### src/rtl/core/cop_pkg.sv
// shared types, constants and tables for the coupled oscillator phase velocity block
`default_nettype none
package cop_pkg;

   localparam int MAX_OSCILLATORS_DEFAULT = 64;
   localparam int RESULT_LIMIT            = 64;
   localparam int CORDIC_STEPS            = 16;
   localparam int STEP_W                  = 4;
   localparam int DIV_STEPS               = 64;
   localparam int DIV_STEP_W              = 6;
   localparam int ANGLE_W                 = 34;

   localparam logic [23:0] STRENGTH_RESET = 24'd65536;
   localparam logic signed [ANGLE_W-1:0] CORDIC_GAIN = 34'sd652032874;
   localparam logic [30:0] HALF_PI_Q30 = 31'd1686629713;
   localparam logic signed [35:0] ONE_Q16 = 36'sd65536;
   localparam logic signed [35:0] VEL_MAX = 36'sd2147483647;
   localparam logic signed [35:0] VEL_MIN = -36'sd2147483648;

   typedef struct packed {
      logic [31:0] phase_hours;
      logic [22:0] period_hours;
      logic        last_oscillator;
   } req_type;

   typedef struct packed {
      logic [5:0]         oscillator_index;
      logic signed [31:0] velocity;
      logic               final_result;
   } rsp_type;

   typedef enum logic [3:0] {
      ST_IDLE,
      ST_LOAD,
      ST_DIV,
      ST_VSTART,
      ST_VDIV,
      ST_READ,
      ST_CSTART,
      ST_COS,
      ST_MULT,
      ST_VEL,
      ST_EMIT
   } state_type;

   // arctan(2^-i) in Q2.30 radians
   function automatic logic signed [ANGLE_W-1:0] arc_angle(input logic [STEP_W-1:0] i);
      logic signed [ANGLE_W-1:0] a;
      begin
         case (i)
            4'd0:    a = 34'sh03243F6A8;
            4'd1:    a = 34'sh01DAC6705;
            4'd2:    a = 34'sh00FADBAFC;
            4'd3:    a = 34'sh007F56EA6;
            4'd4:    a = 34'sh003FEAB76;
            4'd5:    a = 34'sh001FFD55B;
            4'd6:    a = 34'sh000FFFAAA;
            4'd7:    a = 34'sh0007FFF55;
            4'd8:    a = 34'sh0003FFFEA;
            4'd9:    a = 34'sh0001FFFFD;
            4'd10:   a = 34'sh0000FFFFF;
            4'd11:   a = 34'sh00007FFFF;
            4'd12:   a = 34'sh00003FFFF;
            4'd13:   a = 34'sh00001FFFF;
            4'd14:   a = 34'sh00000FFFF;
            default: a = 34'sh000007FFF;
         endcase
         return a;
      end
   endfunction

endpackage
`default_nettype wire

### src/rtl/core/cop_cordic.sv
// iterative cordic giving cos(2*pi*r) for a fraction of a turn, one rotation per cycle
`default_nettype none
module cop_cordic (
   input  wire logic              clock,
   input  wire logic              reset,
   input  wire logic              start,
   input  wire logic [31:0]       turn,
   output logic                   done,
   output logic signed [cop_pkg::ANGLE_W-1:0] cosine
);

   localparam int W = cop_pkg::ANGLE_W;

   logic                       busy_ff, busy_in;
   logic                       done_ff, done_in;
   logic [cop_pkg::STEP_W-1:0] step_ff, step_in;
   logic [1:0]                 quad_ff, quad_in;
   logic signed [W-1:0]        x_ff, x_in, y_ff, y_in, z_ff, z_in;
   logic signed [W-1:0]        dx, dy, arc;
   logic [60:0]                angle_prod;

   assign angle_prod = {31'd0, turn[29:0]} * {30'd0, cop_pkg::HALF_PI_Q30};
   assign dx  = y_ff >>> step_ff;
   assign dy  = x_ff >>> step_ff;
   assign arc = cop_pkg::arc_angle(step_ff);

   always_comb begin
      busy_in = busy_ff;
      done_in = 1'b0;
      step_in = step_ff;
      quad_in = quad_ff;
      x_in    = x_ff;
      y_in    = y_ff;
      z_in    = z_ff;
      if (start) begin
         busy_in = 1'b1;
         step_in = '0;
         quad_in = turn[31:30];
         x_in    = cop_pkg::CORDIC_GAIN;
         y_in    = '0;
         z_in    = W'(angle_prod[60:30]);
      end else if (busy_ff) begin
         if (z_ff >= 0) begin
            x_in = x_ff - dx;
            y_in = y_ff + dy;
            z_in = z_ff - arc;
         end else begin
            x_in = x_ff + dx;
            y_in = y_ff - dy;
            z_in = z_ff + arc;
         end
         step_in = step_ff + 1'b1;
         if (step_ff == cop_pkg::STEP_W'(cop_pkg::CORDIC_STEPS - 1)) begin
            busy_in = 1'b0;
            done_in = 1'b1;
         end
      end
   end

   always_ff @(posedge clock) begin
      if (reset) begin
         busy_ff <= 1'b0;
         done_ff <= 1'b0;
      end else begin
         busy_ff <= busy_in;
         done_ff <= done_in;
      end
      step_ff <= step_in;
      quad_ff <= quad_in;
      x_ff    <= x_in;
      y_ff    <= y_in;
      z_ff    <= z_in;
   end

   always_comb begin
      case (quad_ff)
         2'd0:    cosine = x_ff;
         2'd1:    cosine = -y_ff;
         2'd2:    cosine = -x_ff;
         default: cosine = y_ff;
      endcase
   end

   assign done = done_ff;

endmodule
`default_nettype wire

### config.mk
export PLATFORM = sky130hd
export DESIGN_NAME = cop_cordic
export DESIGN_NICKNAME = d
export VERILOG_FILES = /design/src/rtl/core/cop_pkg.sv /design/src/rtl/core/cop_cordic.sv
export SDC_FILE = /design/constraint.sdc
export NUM_CORES = 2
export LEC_CHECK = 0
export BUFFER_PORTS_ARGS = -buffer_cell sky130_fd_sc_hd__clkbuf_2
export CAP_MARGIN = 20
export CORE_MARGIN = 2
export CORE_UTILIZATION = 45
export DETAILED_ROUTE_END_ITERATION = 12
export PLACE_DENSITY_LB_ADDON = 0.1
export SYNTH_ARGS = -nofsm -noshare
export SYNTH_HDL_FRONTEND = slang
export SYNTH_SLANG_ARGS = --single-unit
### constraint.sdc
create_clock -name clock -period 25.8 [get_ports clock]
set_input_delay 3.87 -clock clock [delete_from_list [all_inputs] [get_ports clock]]
set_output_delay 3.87 -clock clock [all_outputs]
set_load 0.01 [all_outputs]
* After elaboration in Yosys (flattened, before gate mapping)
Memory sizes are Yosys's and may differ from the RTL's. A register that Yosys moved wholly into a read port is not among the register bits. Cells that the tools add are included.
Storage, ports and cells: bits in read-only memories 480, register bits after elaboration 110, latch bits 0, word-level logic and storage cells 41, bits in writable memories 0, memories 1, output and inout port bits 35, bits of input ports 35
Memory list:
- (name not given) | depth 16, bits a word 30, read ports 1, clocked after Yosys merged registers in 1, wr ports 0, RTL line cop_pkg.sv:50 | case (i)
Operators by class: shift-type cells 2, add/subtract/negate cells 9, equality and inequality tests 3, $mul 1, $lt $le $gt $ge 1, mux-type cells 12, bitwise operators 1, reduce and logical (&&, ||, !) cells 3, div/mod/pow operators 0
Operators by type and width (number):
- $add A34 B34 Y34 | 3
- $mux W34 | 3
- $pmux W34 S3 | 1
- $sub A34 B34 Y34 | 3
- $neg A34 Y34 | 2
- $sshr A34 B4 Y34 | 2
- $mux W31 | 2
- $mul A30 B31 Y61 const B | 1
- $ge A34 B1 Y1 const B | 1
- $mux W4 | 2
- $add A4 B1 Y4 const B | 1
- $eq A4 B4 Y1 const B | 1
- $mux W1 | 4
- $reduce_or A3 Y1 | 1
- $eq A2 B1 Y1 const B | 1
- $eq A2 B2 Y1 const B | 1
- $logic_not A2 Y1 | 1
- $reduce_bool A2 Y1 | 1
- $not A1 Y1 | 1

* Depth between registers and ports, before layout
depth after elaboration 4, gate-level depth with buffers 29, mapped depth without buffers 27

* Least setup slack after synthesis
No wires, ideal clock.
path kind input to register, start point input port turn[16], end point register z_ff[29], data pin, data required time 25.524 ns, path slack 14.808 ns, buffers on the path 0, stages 25, setup time 0.276 ns, arrival time 10.716 ns, path through inv_1 > fa_1 > fa_1 > inv_1 > fa_1 > inv_1 > fa_1 > fa_1 > inv_1 > fa_1 > fa_1 > inv_1 > fa_1 > inv_1 > ha_1 > nand3_1 > nor2_1 > nand3_1 > a211oi_1 > o211ai_1 > a21boi_0 > nor4_1 > o311ai_0 > a2111o_1 > nand3_1
On the way: longest elaborated chain between the ends 2
RTL lines:
- start, declared | RTL line cop_cordic.sv:7 | input wire logic [31:0] turn,
- $mul A30 B31 Y61 | RTL line cop_cordic.sv:22 | assign angle_prod = {31'd0, turn[29:0]} * {30'd0, cop_pkg::HALF_PI_Q30};
- $mux W31 | RTL line cop_cordic.sv:35 | if (start) begin
- named net z_in[29] | RTL line cop_cordic.sv:18 | logic signed [W-1:0] x_ff, x_in, y_ff, y_in, z_ff, z_in;
- end signal, assigned | RTL line cop_cordic.sv:72 | z_ff <= z_in;
- end, declared | RTL line cop_cordic.sv:18
The timed path passes the listed nets, and every way through them passes these cells. A chain may end at the register's enable or synchronous reset.

* Final worst setup path
Same ends and word-level chain as after synthesis.

==> results.cfg <==
[synthesis]
ys_seq_area_share_pct = 9.59
yosys_warnings = 0
netlist-cell-type-count = 92
syn_area_mm2 = 0.0325
ys_ff_latch = 139
synth_fp_nets = 4548
syn_area_per_cell_um2 = 8.75
synth_edf_count = 33
ys_async_sr_fraction_pct = 0
netlist_instances = 3710
synthFlopType = dfxtp_1

[place]
dp_hpwl_um = 75500
io_buffers = 69
place_congestion = 0.883
dp.cells = 4592

[timing]
rsz0062_at_grt = no
final.setup.tns_ns = 0
fin_skew_ns = 0.0198
slew_viol_final = 0
tightest_slew_ns = 1.03
finalSetupViolCount = 0
hold_viol = 0
clock.fmax_ghz = 0.0834
period_needed_ns = 11.99
maxSlewHeadroom_pct = 31.0
post-route-period-util_pct = 46.5

[cts]
cts_buffers = 17
path_clk_slew_ns = 0.08
cts_root_buf = clkbuf_16
cts_resized = 0
clock_latency_ns = 0.47
clkSinkCount = 139
cts_setup_buffers = 0
cts_buffer_depth = 2
cts_tree = built
cts_hold_buf = 0
ctsHtreeMaxLevel = 4

[global_route]
grt_pass1_vias = 25718
grt_start_max_net_pins = 76
grt_pass1_wl_um = 147000
grtUsageTotal_pct = 25.2
grt-ovfl-total = 0
antenna_found_initial = 0

[detailed_routing]
wl_per_cell_um = 20.3
vias = 26546
routed_wirelength_um = 93700
drc = 0
routed_via_density = 5.74
dr.pass1.iters = 6
first_iter_violations = 2077
postRouteAntennaNets = 0

[worst_setup_path]
cp-endpoint = z_ff[29]
required_ns = 26.01
path_max_fanout = 8
crit_path_end_kind = flip-flop
critPathLaunch = turn[16]
worstSetupStartpointType = primary input
rr_startpoint = step_ff[3]
slowest_delay_ns = 0.68
critical_path_arrival_ns = 12.20
r2r-end = x_ff[33]
cpMaxStageDelayCell = o311ai_0
rrSetupSlack_ns = 18.61
worstSetupPathType = primary input to flip-flop
cpMostUsedCell = fa_1
rr_worst_depth = 21

[finish]
utilization_pct = 47.7
final_common_cell = inv_1
fillers = 7054
layout_common_cells = 552 x inv_1, 468 x ha_1, 335 x fa_1, 252 x nand2_1, 247 x a21oi_1
layout-drive-gt1-share_pct = 7.29
antenna_cells = 0
area_growth_pct = 4.96
fin_cells = 4624
nNetsFinal = 4499

[floorplan]
die_height_um = 273
num_rows = 98
io_pins = 70
coreArea_mm2 = 0.0715
start_util_pct = 45.4
die-area_mm2 = 0.0743
die_x_um = 273

[worst_hold_path]
hold_path.class = flip-flop to flip-flop

[run_status]
status = finished clean

[flow_run]
drv_cap = 0
cells by family after synthesis:
family          share of synthesized area (%)
simple gates                             11.7
mux                                      8.77
xor+xnor                                 6.50
compound gates                           16.1
buf+inv                                  8.65
flops                                    9.59
fa+ha+maj                                38.7
cell type report:
| cell class | instances | area (µm²) | area share (%) |
|---|---|---|---|
| Clock buffer | 17 | 425 | 1.25 |
| Clock inverter | 15 | 151 | 0.444 |
| Sequential cell | 139 | 3130 | 9.18 |
| Timing Repair Buffer | 97 | 558 | 1.64 |
| Multi-Input combinational cell | 2852 | 26500 | 77.9 |
| Tap cell | 950 | 1190 | 3.49 |
| Inverter | 554 | 2080 | 6.10 |
routing by layer:
layer	up-vias	wire length [µm]	track usage, %
li1	12715	-	-
met1	13008	46200	38.9
met2	757	41000	38.8
met3	66	5300	2.29
met4	0	1170	4.05
met5	-	0	0
Yosys cell counts, drive strengths merged, types with 7 or more instances:
cell	n	area share (%)
or4	14	0.32
a21oi	247	3.8
a221oi	9	0.26
a211oi	23	0.53
ha	468	18
dfxtp	106	6.5
nor4	13	0.27
o41ai	13	0.35
or3	28	0.55
and4	7	0.19
a21o	66	1.5
a211o	12	0.32
nand2b	38	0.73
xnor2	124	3.3
a22o	8	0.22
o311ai	9	0.24
o22ai	23	0.44
mux4	68	4.8
nand3	48	0.76
nand2	252	2.9
clkbuf	106	1.2
o211a	7	0.22
o31ai	28	0.65
nor2	218	2.5
o21bai	25	0.58
edfxtp	33	3.1
buf	59	1.0
fa	335	21
a21boi	11	0.25
inv	554	6.4
o21a	35	0.81
o21ai	188	2.9
and3	20	0.39
nor3	60	0.94
mux2i	80	2.5
nand4	25	0.50
mux2	43	1.5
and2	25	0.48
a31oi	24	0.46
o211ai	22	0.51
or2	18	0.35
xor2	117	3.2
nor2b	15	0.29
a2111oi	8	0.33
critical path: cells and delay by family:
kind            cells  cell delay (ns)
compound gates      5             2.29
fa+ha+maj           9             4.59
buf+inv             7             0.68
simple gates        5             0.74
worst min path at each step:
stage               slack [ns]  startpoint  cells past startpoint        to
floorplan                 0.43    z_ff[31]                      2  z_ff[31]
global placement          0.45    z_ff[32]                      2  z_ff[32]
detailed placement        0.46    z_ff[32]                      2  z_ff[32]
CTS                       0.48    z_ff[32]                      2  z_ff[32]
global route              0.50    z_ff[31]                      2  z_ff[31]
finish                    0.47    z_ff[32]                      2  z_ff[32]
metrics by stage:
stage                     area, µm²  setup slack, ns  hold slack, ns
after floorplan               32500            14.81           0.432
after global placement        33500            13.42           0.454
after detailed placement      33500            13.34           0.458
after CTS                     34100            13.81           0.476
after global routing          34100            13.21           0.505
final                         34100            13.81           0.468
sequential cells by signal (all words and copies together), names as in the netlist:
| signal | cells |
|---|---|
| busy_ff | 1 |
| arc | 29 |
| done | 1 |
| y_ff | 34 |
| x_ff | 34 |
| quad_ff | 2 |
| step_ff | 4 |
| z_ff | 34 |
Power is not shown: default switching activity piles up to over one toggle a cycle in this logic, so the estimate is an artifact.
