$ cat src/rtl/core/cop_pkg.sv
// shared types, constants and tables for the coupled oscillator phase velocity block
`default_nettype none
package cop_pkg;

   localparam int MAX_OSCILLATORS_DEFAULT = 64;
   localparam int RESULT_LIMIT            = 64;
   localparam int CORDIC_STEPS            = 16;
   localparam int STEP_W                  = 4;
   localparam int DIV_STEPS               = 64;
   localparam int DIV_STEP_W              = 6;
   localparam int ANGLE_W                 = 34;

   localparam logic [23:0] STRENGTH_RESET = 24'd65536;
   localparam logic signed [ANGLE_W-1:0] CORDIC_GAIN = 34'sd652032874;
   localparam logic [30:0] HALF_PI_Q30 = 31'd1686629713;
   localparam logic signed [35:0] ONE_Q16 = 36'sd65536;
   localparam logic signed [35:0] VEL_MAX = 36'sd2147483647;
   localparam logic signed [35:0] VEL_MIN = -36'sd2147483648;

   typedef struct packed {
      logic [31:0] phase_hours;
      logic [22:0] period_hours;
      logic        last_oscillator;
   } req_type;

   typedef struct packed {
      logic [5:0]         oscillator_index;
      logic signed [31:0] velocity;
      logic               final_result;
   } rsp_type;

   typedef enum logic [3:0] {
      ST_IDLE,
      ST_LOAD,
      ST_DIV,
      ST_VSTART,
      ST_VDIV,
      ST_READ,
      ST_CSTART,
      ST_COS,
      ST_MULT,
      ST_VEL,
      ST_EMIT
   } state_type;

   // arctan(2^-i) in Q2.30 radians
   function automatic logic signed [ANGLE_W-1:0] arc_angle(input logic [STEP_W-1:0] i);
      logic signed [ANGLE_W-1:0] a;
      begin
         case (i)
            4'd0:    a = 34'sh03243F6A8;
            4'd1:    a = 34'sh01DAC6705;
            4'd2:    a = 34'sh00FADBAFC;
            4'd3:    a = 34'sh007F56EA6;
            4'd4:    a = 34'sh003FEAB76;
            4'd5:    a = 34'sh001FFD55B;
            4'd6:    a = 34'sh000FFFAAA;
            4'd7:    a = 34'sh0007FFF55;
            4'd8:    a = 34'sh0003FFFEA;
            4'd9:    a = 34'sh0001FFFFD;
            4'd10:   a = 34'sh0000FFFFF;
            4'd11:   a = 34'sh00007FFFF;
            4'd12:   a = 34'sh00003FFFF;
            4'd13:   a = 34'sh00001FFFF;
            4'd14:   a = 34'sh00000FFFF;
            default: a = 34'sh000007FFF;
         endcase
         return a;
      end
   endfunction

endpackage
`default_nettype wire

$ cat src/rtl/core/cop_divider.sv
// restoring divider, one quotient bit per cycle over a 64-bit dividend
`default_nettype none
module cop_divider (
   input  wire logic        clock,
   input  wire logic        reset,
   input  wire logic        start,
   input  wire logic [63:0] dividend,
   input  wire logic [22:0] divisor,
   output logic             done,
   output logic [31:0]      quotient,
   output logic [22:0]      mid_remainder
);

   logic                           busy_ff, busy_in;
   logic                           done_ff, done_in;
   logic [cop_pkg::DIV_STEP_W-1:0] step_ff, step_in;
   logic [63:0]                    dvd_ff, dvd_in;
   logic [22:0]                    dsr_ff, dsr_in;
   logic [22:0]                    rem_ff, rem_in;
   logic [31:0]                    quo_ff, quo_in;
   logic [22:0]                    mid_ff, mid_in;
   logic [23:0]                    trial;
   logic                           fits;

   assign trial = {rem_ff, dvd_ff[63]};
   assign fits  = trial >= {1'b0, dsr_ff};

   always_comb begin
      busy_in = busy_ff;
      done_in = 1'b0;
      step_in = step_ff;
      dvd_in  = dvd_ff;
      dsr_in  = dsr_ff;
      rem_in  = rem_ff;
      quo_in  = quo_ff;
      mid_in  = mid_ff;
      if (start) begin
         busy_in = 1'b1;
         step_in = '0;
         dvd_in  = dividend;
         dsr_in  = divisor;
         rem_in  = '0;
      end else if (busy_ff) begin
         rem_in  = fits ? 23'(trial - {1'b0, dsr_ff}) : trial[22:0];
         quo_in  = {quo_ff[30:0], fits};
         dvd_in  = {dvd_ff[62:0], 1'b0};
         step_in = step_ff + 1'b1;
         // remainder of the integer part once the upper half is consumed
         if (step_ff == cop_pkg::DIV_STEP_W'(cop_pkg::DIV_STEPS / 2 - 1)) begin
            mid_in = rem_in;
         end
         if (step_ff == cop_pkg::DIV_STEP_W'(cop_pkg::DIV_STEPS - 1)) begin
            busy_in = 1'b0;
            done_in = 1'b1;
         end
      end
   end

   always_ff @(posedge clock) begin
      if (reset) begin
         busy_ff <= 1'b0;
         done_ff <= 1'b0;
      end else begin
         busy_ff <= busy_in;
         done_ff <= done_in;
      end
      step_ff <= step_in;
      dvd_ff  <= dvd_in;
      dsr_ff  <= dsr_in;
      rem_ff  <= rem_in;
      quo_ff  <= quo_in;
      mid_ff  <= mid_in;
   end

   assign done          = done_ff;
   assign quotient      = quo_ff;
   assign mid_remainder = mid_ff;

endmodule
`default_nettype wire

$ cat config.mk
export PLATFORM = sky130hd
export DESIGN_NAME = cop_divider
export DESIGN_NICKNAME = d
export VERILOG_FILES = /design/src/rtl/core/cop_pkg.sv /design/src/rtl/core/cop_divider.sv
export SDC_FILE = /design/constraint.sdc
export NUM_CORES = 1
export LEC_CHECK = 0
export ABC_AREA = 0
export BUFFER_PORTS_ARGS = -buffer_cell sky130_fd_sc_hd__clkbuf_2
export CELL_PAD_IN_SITES_DETAIL_PLACEMENT = 0
export CELL_PAD_IN_SITES_GLOBAL_PLACEMENT = 1
export CORE_MARGIN = 2
export CORE_UTILIZATION = 30
export CTS_CLUSTER_SIZE = 16
export DETAILED_ROUTE_END_ITERATION = 10
export HOLD_SLACK_MARGIN = 0.12
export PLACE_DENSITY_LB_ADDON = 0.1
export SKIP_CTS_REPAIR_TIMING = 1
export SLEW_MARGIN = 20
export SYNTH_ARGS = -nofsm -noshare
export SYNTH_HDL_FRONTEND = slang
export SYNTH_SLANG_ARGS = --single-unit
$ cat constraint.sdc
create_clock -name clock -period 5.2 [get_ports clock]
set_input_delay 1.04 -clock clock [delete_from_list [all_inputs] [get_ports clock]]
set_output_delay 1.04 -clock clock [all_outputs]
set_load 0.02 [all_outputs]
# Word-level counts from Yosys, hierarchy flattened
# Cells that the tools add are included.
# Widths: inputs -> output; s select.
# totals
output_inout_bits	56
register_bits	173
input_bits	90
word_cells	26
# classes
n_lt_le_gt_ge	1
muxes	7
n_addsub	2
eq_ne	2
n_reduce_logical	4
bitwise_logic	2
# op_table
op	n
$mux 64	2
$ge 24x23->1	1
$mux 23	1
$sub 23x23->23	1
$add 6x1->6 const B	1
$eq 6x5->1 const B	1
$eq 6x6->1 const B	1
$mux 1	4
$reduce_and 3->1	1
$reduce_or 3->1	1
$not 1->1	2
$reduce_and 2->1	1
$reduce_bool 2->1	1

# Logic depth before layout (Yosys ltp)
# logic_depth
depth_word	4
depth_mapped	12
depth_no_buf	11

# Worst setup path before layout
# No wires, ideal clock.
# synth_timing
kind	input -> register
startpoint	input port start
endpoint	register mid_ff[0] (netlist: mid_remainder[0]), enable pin
setup_time_ns	0.403
required_ns	4.797
arrival_time_ns	3.743
cell_stages	6
path_slack_ns	1.054
path_buffers	2
path_cell_list	clkbuf_1 > nand2b_1 > inv_1 > clkbuf_1 > nand2_1 > nor2_1
# synth_between
elab_chain_len	2
# synth_rtl
element	line	rtl
start: declaration	cop_divider.sv:6	input wire logic start,
$not 1->1 (no line)	n/a	
$reduce_and 3->1 (no line)	n/a	
end signal: assignment	cop_divider.sv:72	mid_ff <= mid_in;
end: declaration	cop_divider.sv:21	logic [22:0] mid_ff, mid_in;
# No other way between the ends.
# A chain may end at the register's enable or synchronous reset.

# Worst setup path in the final report
# layout_timing
startpoint	register dvd_ff[63]
endpoint	register rem_ff[4]
# layout_between
elab_chain_len	2
# layout_rtl
element	line	rtl
start: declaration	cop_divider.sv:17	logic [63:0] dvd_ff, dvd_in;
start signal: assignment	cop_divider.sv:68	dvd_ff <= dvd_in;
$sub 23x23->23 / $ge 24x23->1 (equally long branches)	cop_divider.sv:44, cop_divider.sv:26	
$mux 23 (*)	cop_divider.sv:44	rem_in = fits ? 23'(trial - {1'b0, dsr_ff}) : trial[22:0];
end signal: assignment	cop_divider.sv:70	rem_ff <= rem_in;
end: declaration	cop_divider.sv:19	logic [22:0] rem_ff, rem_in;
# Mark *: on every way between the ends. The rest lies on a longest branch, timed or not.

==> results.py <==
metrics = {
    "synthesis": {
        "synth_top_area_cell": "edfxtp_1",
        "yosys.area_share.simple_pct": 7.23,
        "synth_xor_xnor_area_share_pct": 2.60,
        "async_reset_ff_share_pct": 0,
        "ys_top_cells_by_count": "142 x edfxtp_1, 73 x mux2_2, 38 x nor2_1",
        "synth_compound_area_share_pct": 9.32,
        "syn_nets": 686,
        "synth_area_mm2": 0.00774,
        "synth_top_family_by_area": "multiplexers",
        "synthAdderAreaFrac_pct": 4.14,
        "ys_seq_area_share_pct": 63.1,
        "yosysWarnings": 0,
        "yosysMostFrequentCell": "edfxtp_1",
        "synth_cells": 571,
        "synth_top_area_share_pct": 55.1,
        "synth_seq_cells": 173,
        "synthMuxAreaShare_pct": 10.8,
        "syn_avg_cell_area_um2": 13.5,
        "yosys-top-cells-area": "edfxtp_1 55%, mux2_2 11%, dfxtp_1 8.0%",
        "synth_enable_flop_cells": 142,
        "synth_cell_type_count": 58,
        "synthFlopType": "edfxtp_1",
    },
    "critical_path": {
        "cp_max_fo": 23,
        "cp-start-kind": "flip-flop",
        "path_class": "reg2reg",
        "end_kind": "flip-flop",
        "crit_required_ps": 5510,
        "cp_data_arrival_time_ps": 3660,
    },
    "detailed_routing": {
        "vias": 4940,
        "post_drt_wl_per_cell_um": 16.2,
        "wirelength_mm": 17.2,
        "drt_iter0_drc": 301,
        "first_pass_iters": 4,
        "via_per_inst": 4.65,
        "ant_nets": 0,
        "drc": 0,
    },
    "die": {
        "die_y_um": 165,
        "top_level_ports": 146,
        "die_area_mm2": 0.0271,
        "die_w_um": 165,
        "start_util_pct": 30.6,
        "design.core.area_mm2": 0.0253,
        "num_rows": 58,
    },
    "global_route": {
        "grt_pass1_wl_mm": 27.3,
        "gr-total-overflow": 0,
        "groute.usage.overall_pct": 13.1,
        "grt_pass1_vias": 5229,
        "grt_start_max_net_pins": 86,
        "grt_antenna_before_repair": 0,
    },
    "placed_design": {
        "hpwl_mm": 11.9,
        "post-place-ws_ps": 1860,
        "gp_congestion": 0.776,
        "port_buffers": 145,
    },
    "clock_tree": {
        "cts_buffer_depth": 2,
        "clock_latency_ps": 430,
        "cts_buffers": 17,
        "cts_tree": "yes",
        "cts-htree-levels": 4,
        "cts_root_buf": "clkbuf_16",
        "cts_sinks": 173,
        "clkTransAtPathRegs_ps": 70,
    },
    "pwr": {
        "p_leak_nw": 3.76,
        "total_power_w": 0.00326,
        "pwr_density_cell_mw_per_mm2": 346,
        "max-vdd-ir-drop_mv": 0.177,
    },
    "finish": {
        "drive_gt1_share_pct": 36.3,
        "num-nets-final": 835,
        "nFillCells": 2500,
        "syn2layout_area_growth_pct": 22.0,
        "insertedDiodeCount": 0,
    },
    "timing": {
        "slew_violations": 0,
        "fin_tns_setup_ps": 0,
        "slew-limit-headroom_pct": 35.8,
        "fin_crit_sh_pct": 64.4,
        "fin_crit_ps": 3350,
        "setup_viol": 0,
        "setup_slack_ps": 1850,
        "clock_skew_ps": 10.5,
        "holdWs_ps": 449,
        "worst_pin_slew_ps": 962,
        "fmax_ghz": 0.299,
        "rsz0062_at_grt": "false",
        "hold_viol_final": 0,
    },
    "worst_hold_path": {
        "hold_class": "reg2reg",
    },
    "run": {
        "drv_cap": 0,
    },
    "status": {
        "status": "complete, no violations",
    },
}
==> cells in the final DEF, fill, tap and decap left out, drive strengths merged, types with 6 or more instances in the layout <==
master / n
buf: 8
clkinv: 7
nand2b: 7
nor3: 11
nor2: 39
dfxtp: 31
inv: 37
o21a: 8
edfxtp: 142
nand2: 30
o21ai: 26
xor2: 9
a21o: 9
mux2: 73
xnor2: 14
a21oi: 28
clkbuf: 161
a22o: 6
ha: 24
==> report_power, final <==
part           switching [W]  total (W)  internal, W  leakage, nW
clock               0.000589    0.00127     0.000679        0.280
sequential         0.0000315    0.00163      0.00160         1.63
combinational       0.000201   0.000362     0.000162         1.85
==> worst max-delay path, stage by stage (launching register included) <==
cell and delay [ps]:
edfxtp_1 360, inv_1 60, ha_1 220, fa_1 400, nand2b_1 180, a21oi_1 250, o21ai_0 230, a211oi_2 490
nor2_4 220, inv_6 230, mux2_2 380, a22o_1 210
==> logic make-up (layout without fill, tap and decap cells) <==
family | after synthesis | count (layout)
buffers and inverters | 54 | 216
AOI/OAI and AO/OA | 106 | 106
adders and majority gates | 25 | 25
xor gates and xnor gates | 23 | 23
DFF | 173 | 173
and+or+nand+nor | 116 | 116
muxes | 74 | 74
==> metal layers <==
| layer | vias up | part of all wire [%] | routed length (µm) | global-route usage (%) |
|---|---|---|---|---|
| li1 | 2421 | - | - | - |
| met1 | 2396 | 45 | 7720 | 16.1 |
| met2 | 104 | 47 | 8110 | 21.7 |
| met3 | 19 | 6.3 | 1080 | 4.19 |
| met4 | 0 | 1.6 | 281 | 4.43 |
| met5 | - | 0 | 0 | 0 |
==> cell type report <==
type / count / area [µm²] / area share [%]
timing repair buffer: 152 / 793 / 8.41
clock inverter: 15 / 158 / 1.67
multi-input combinational: 344 / 2640 / 27.9
clock buffer: 17 / 425 / 4.51
inverter: 32 / 125 / 1.33
tap: 330 / 413 / 4.38
sequential: 173 / 4880 / 51.8
==> path summary, 6_finish.rpt <==
check / endpoint / slack [ps] / from / depth (start not counted)
worst min-delay path: quotient[20]$_DFFE_PP_ / 450 / quotient[19]$_DFFE_PP_ / 0
worst max register to register: rem_ff[4]$_SDFFE_PP0P_ / 1850 / dvd_ff[63]$_DFFE_PP_ / 11
worst min register to register: quotient[20]$_DFFE_PP_ / 450 / quotient[19]$_DFFE_PP_ / 0
worst max-delay path: rem_ff[4]$_SDFFE_PP0P_ / 1850 / dvd_ff[63]$_DFFE_PP_ / 11
==> stage by stage <==
stage                     cells  util [%]  instance area, µm²
after CTS                  1063      37.4                9440
after detailed placement   1031      35.1                8850
after global placement     1031      35.1                8850
after floorplan             571         -                7740
after global routing       1063      37.4                9440
final                      1063      37.4                9440
==> flip-flops by register name, indices dropped and copies added (netlist names) <==
name and cells:
dvd_ff 64, quotient 32, dsr_ff 23, mid_remainder 23
rem_ff 23, step_ff 6, busy_ff 1, done 1
(Power assumes the default switching activity.)
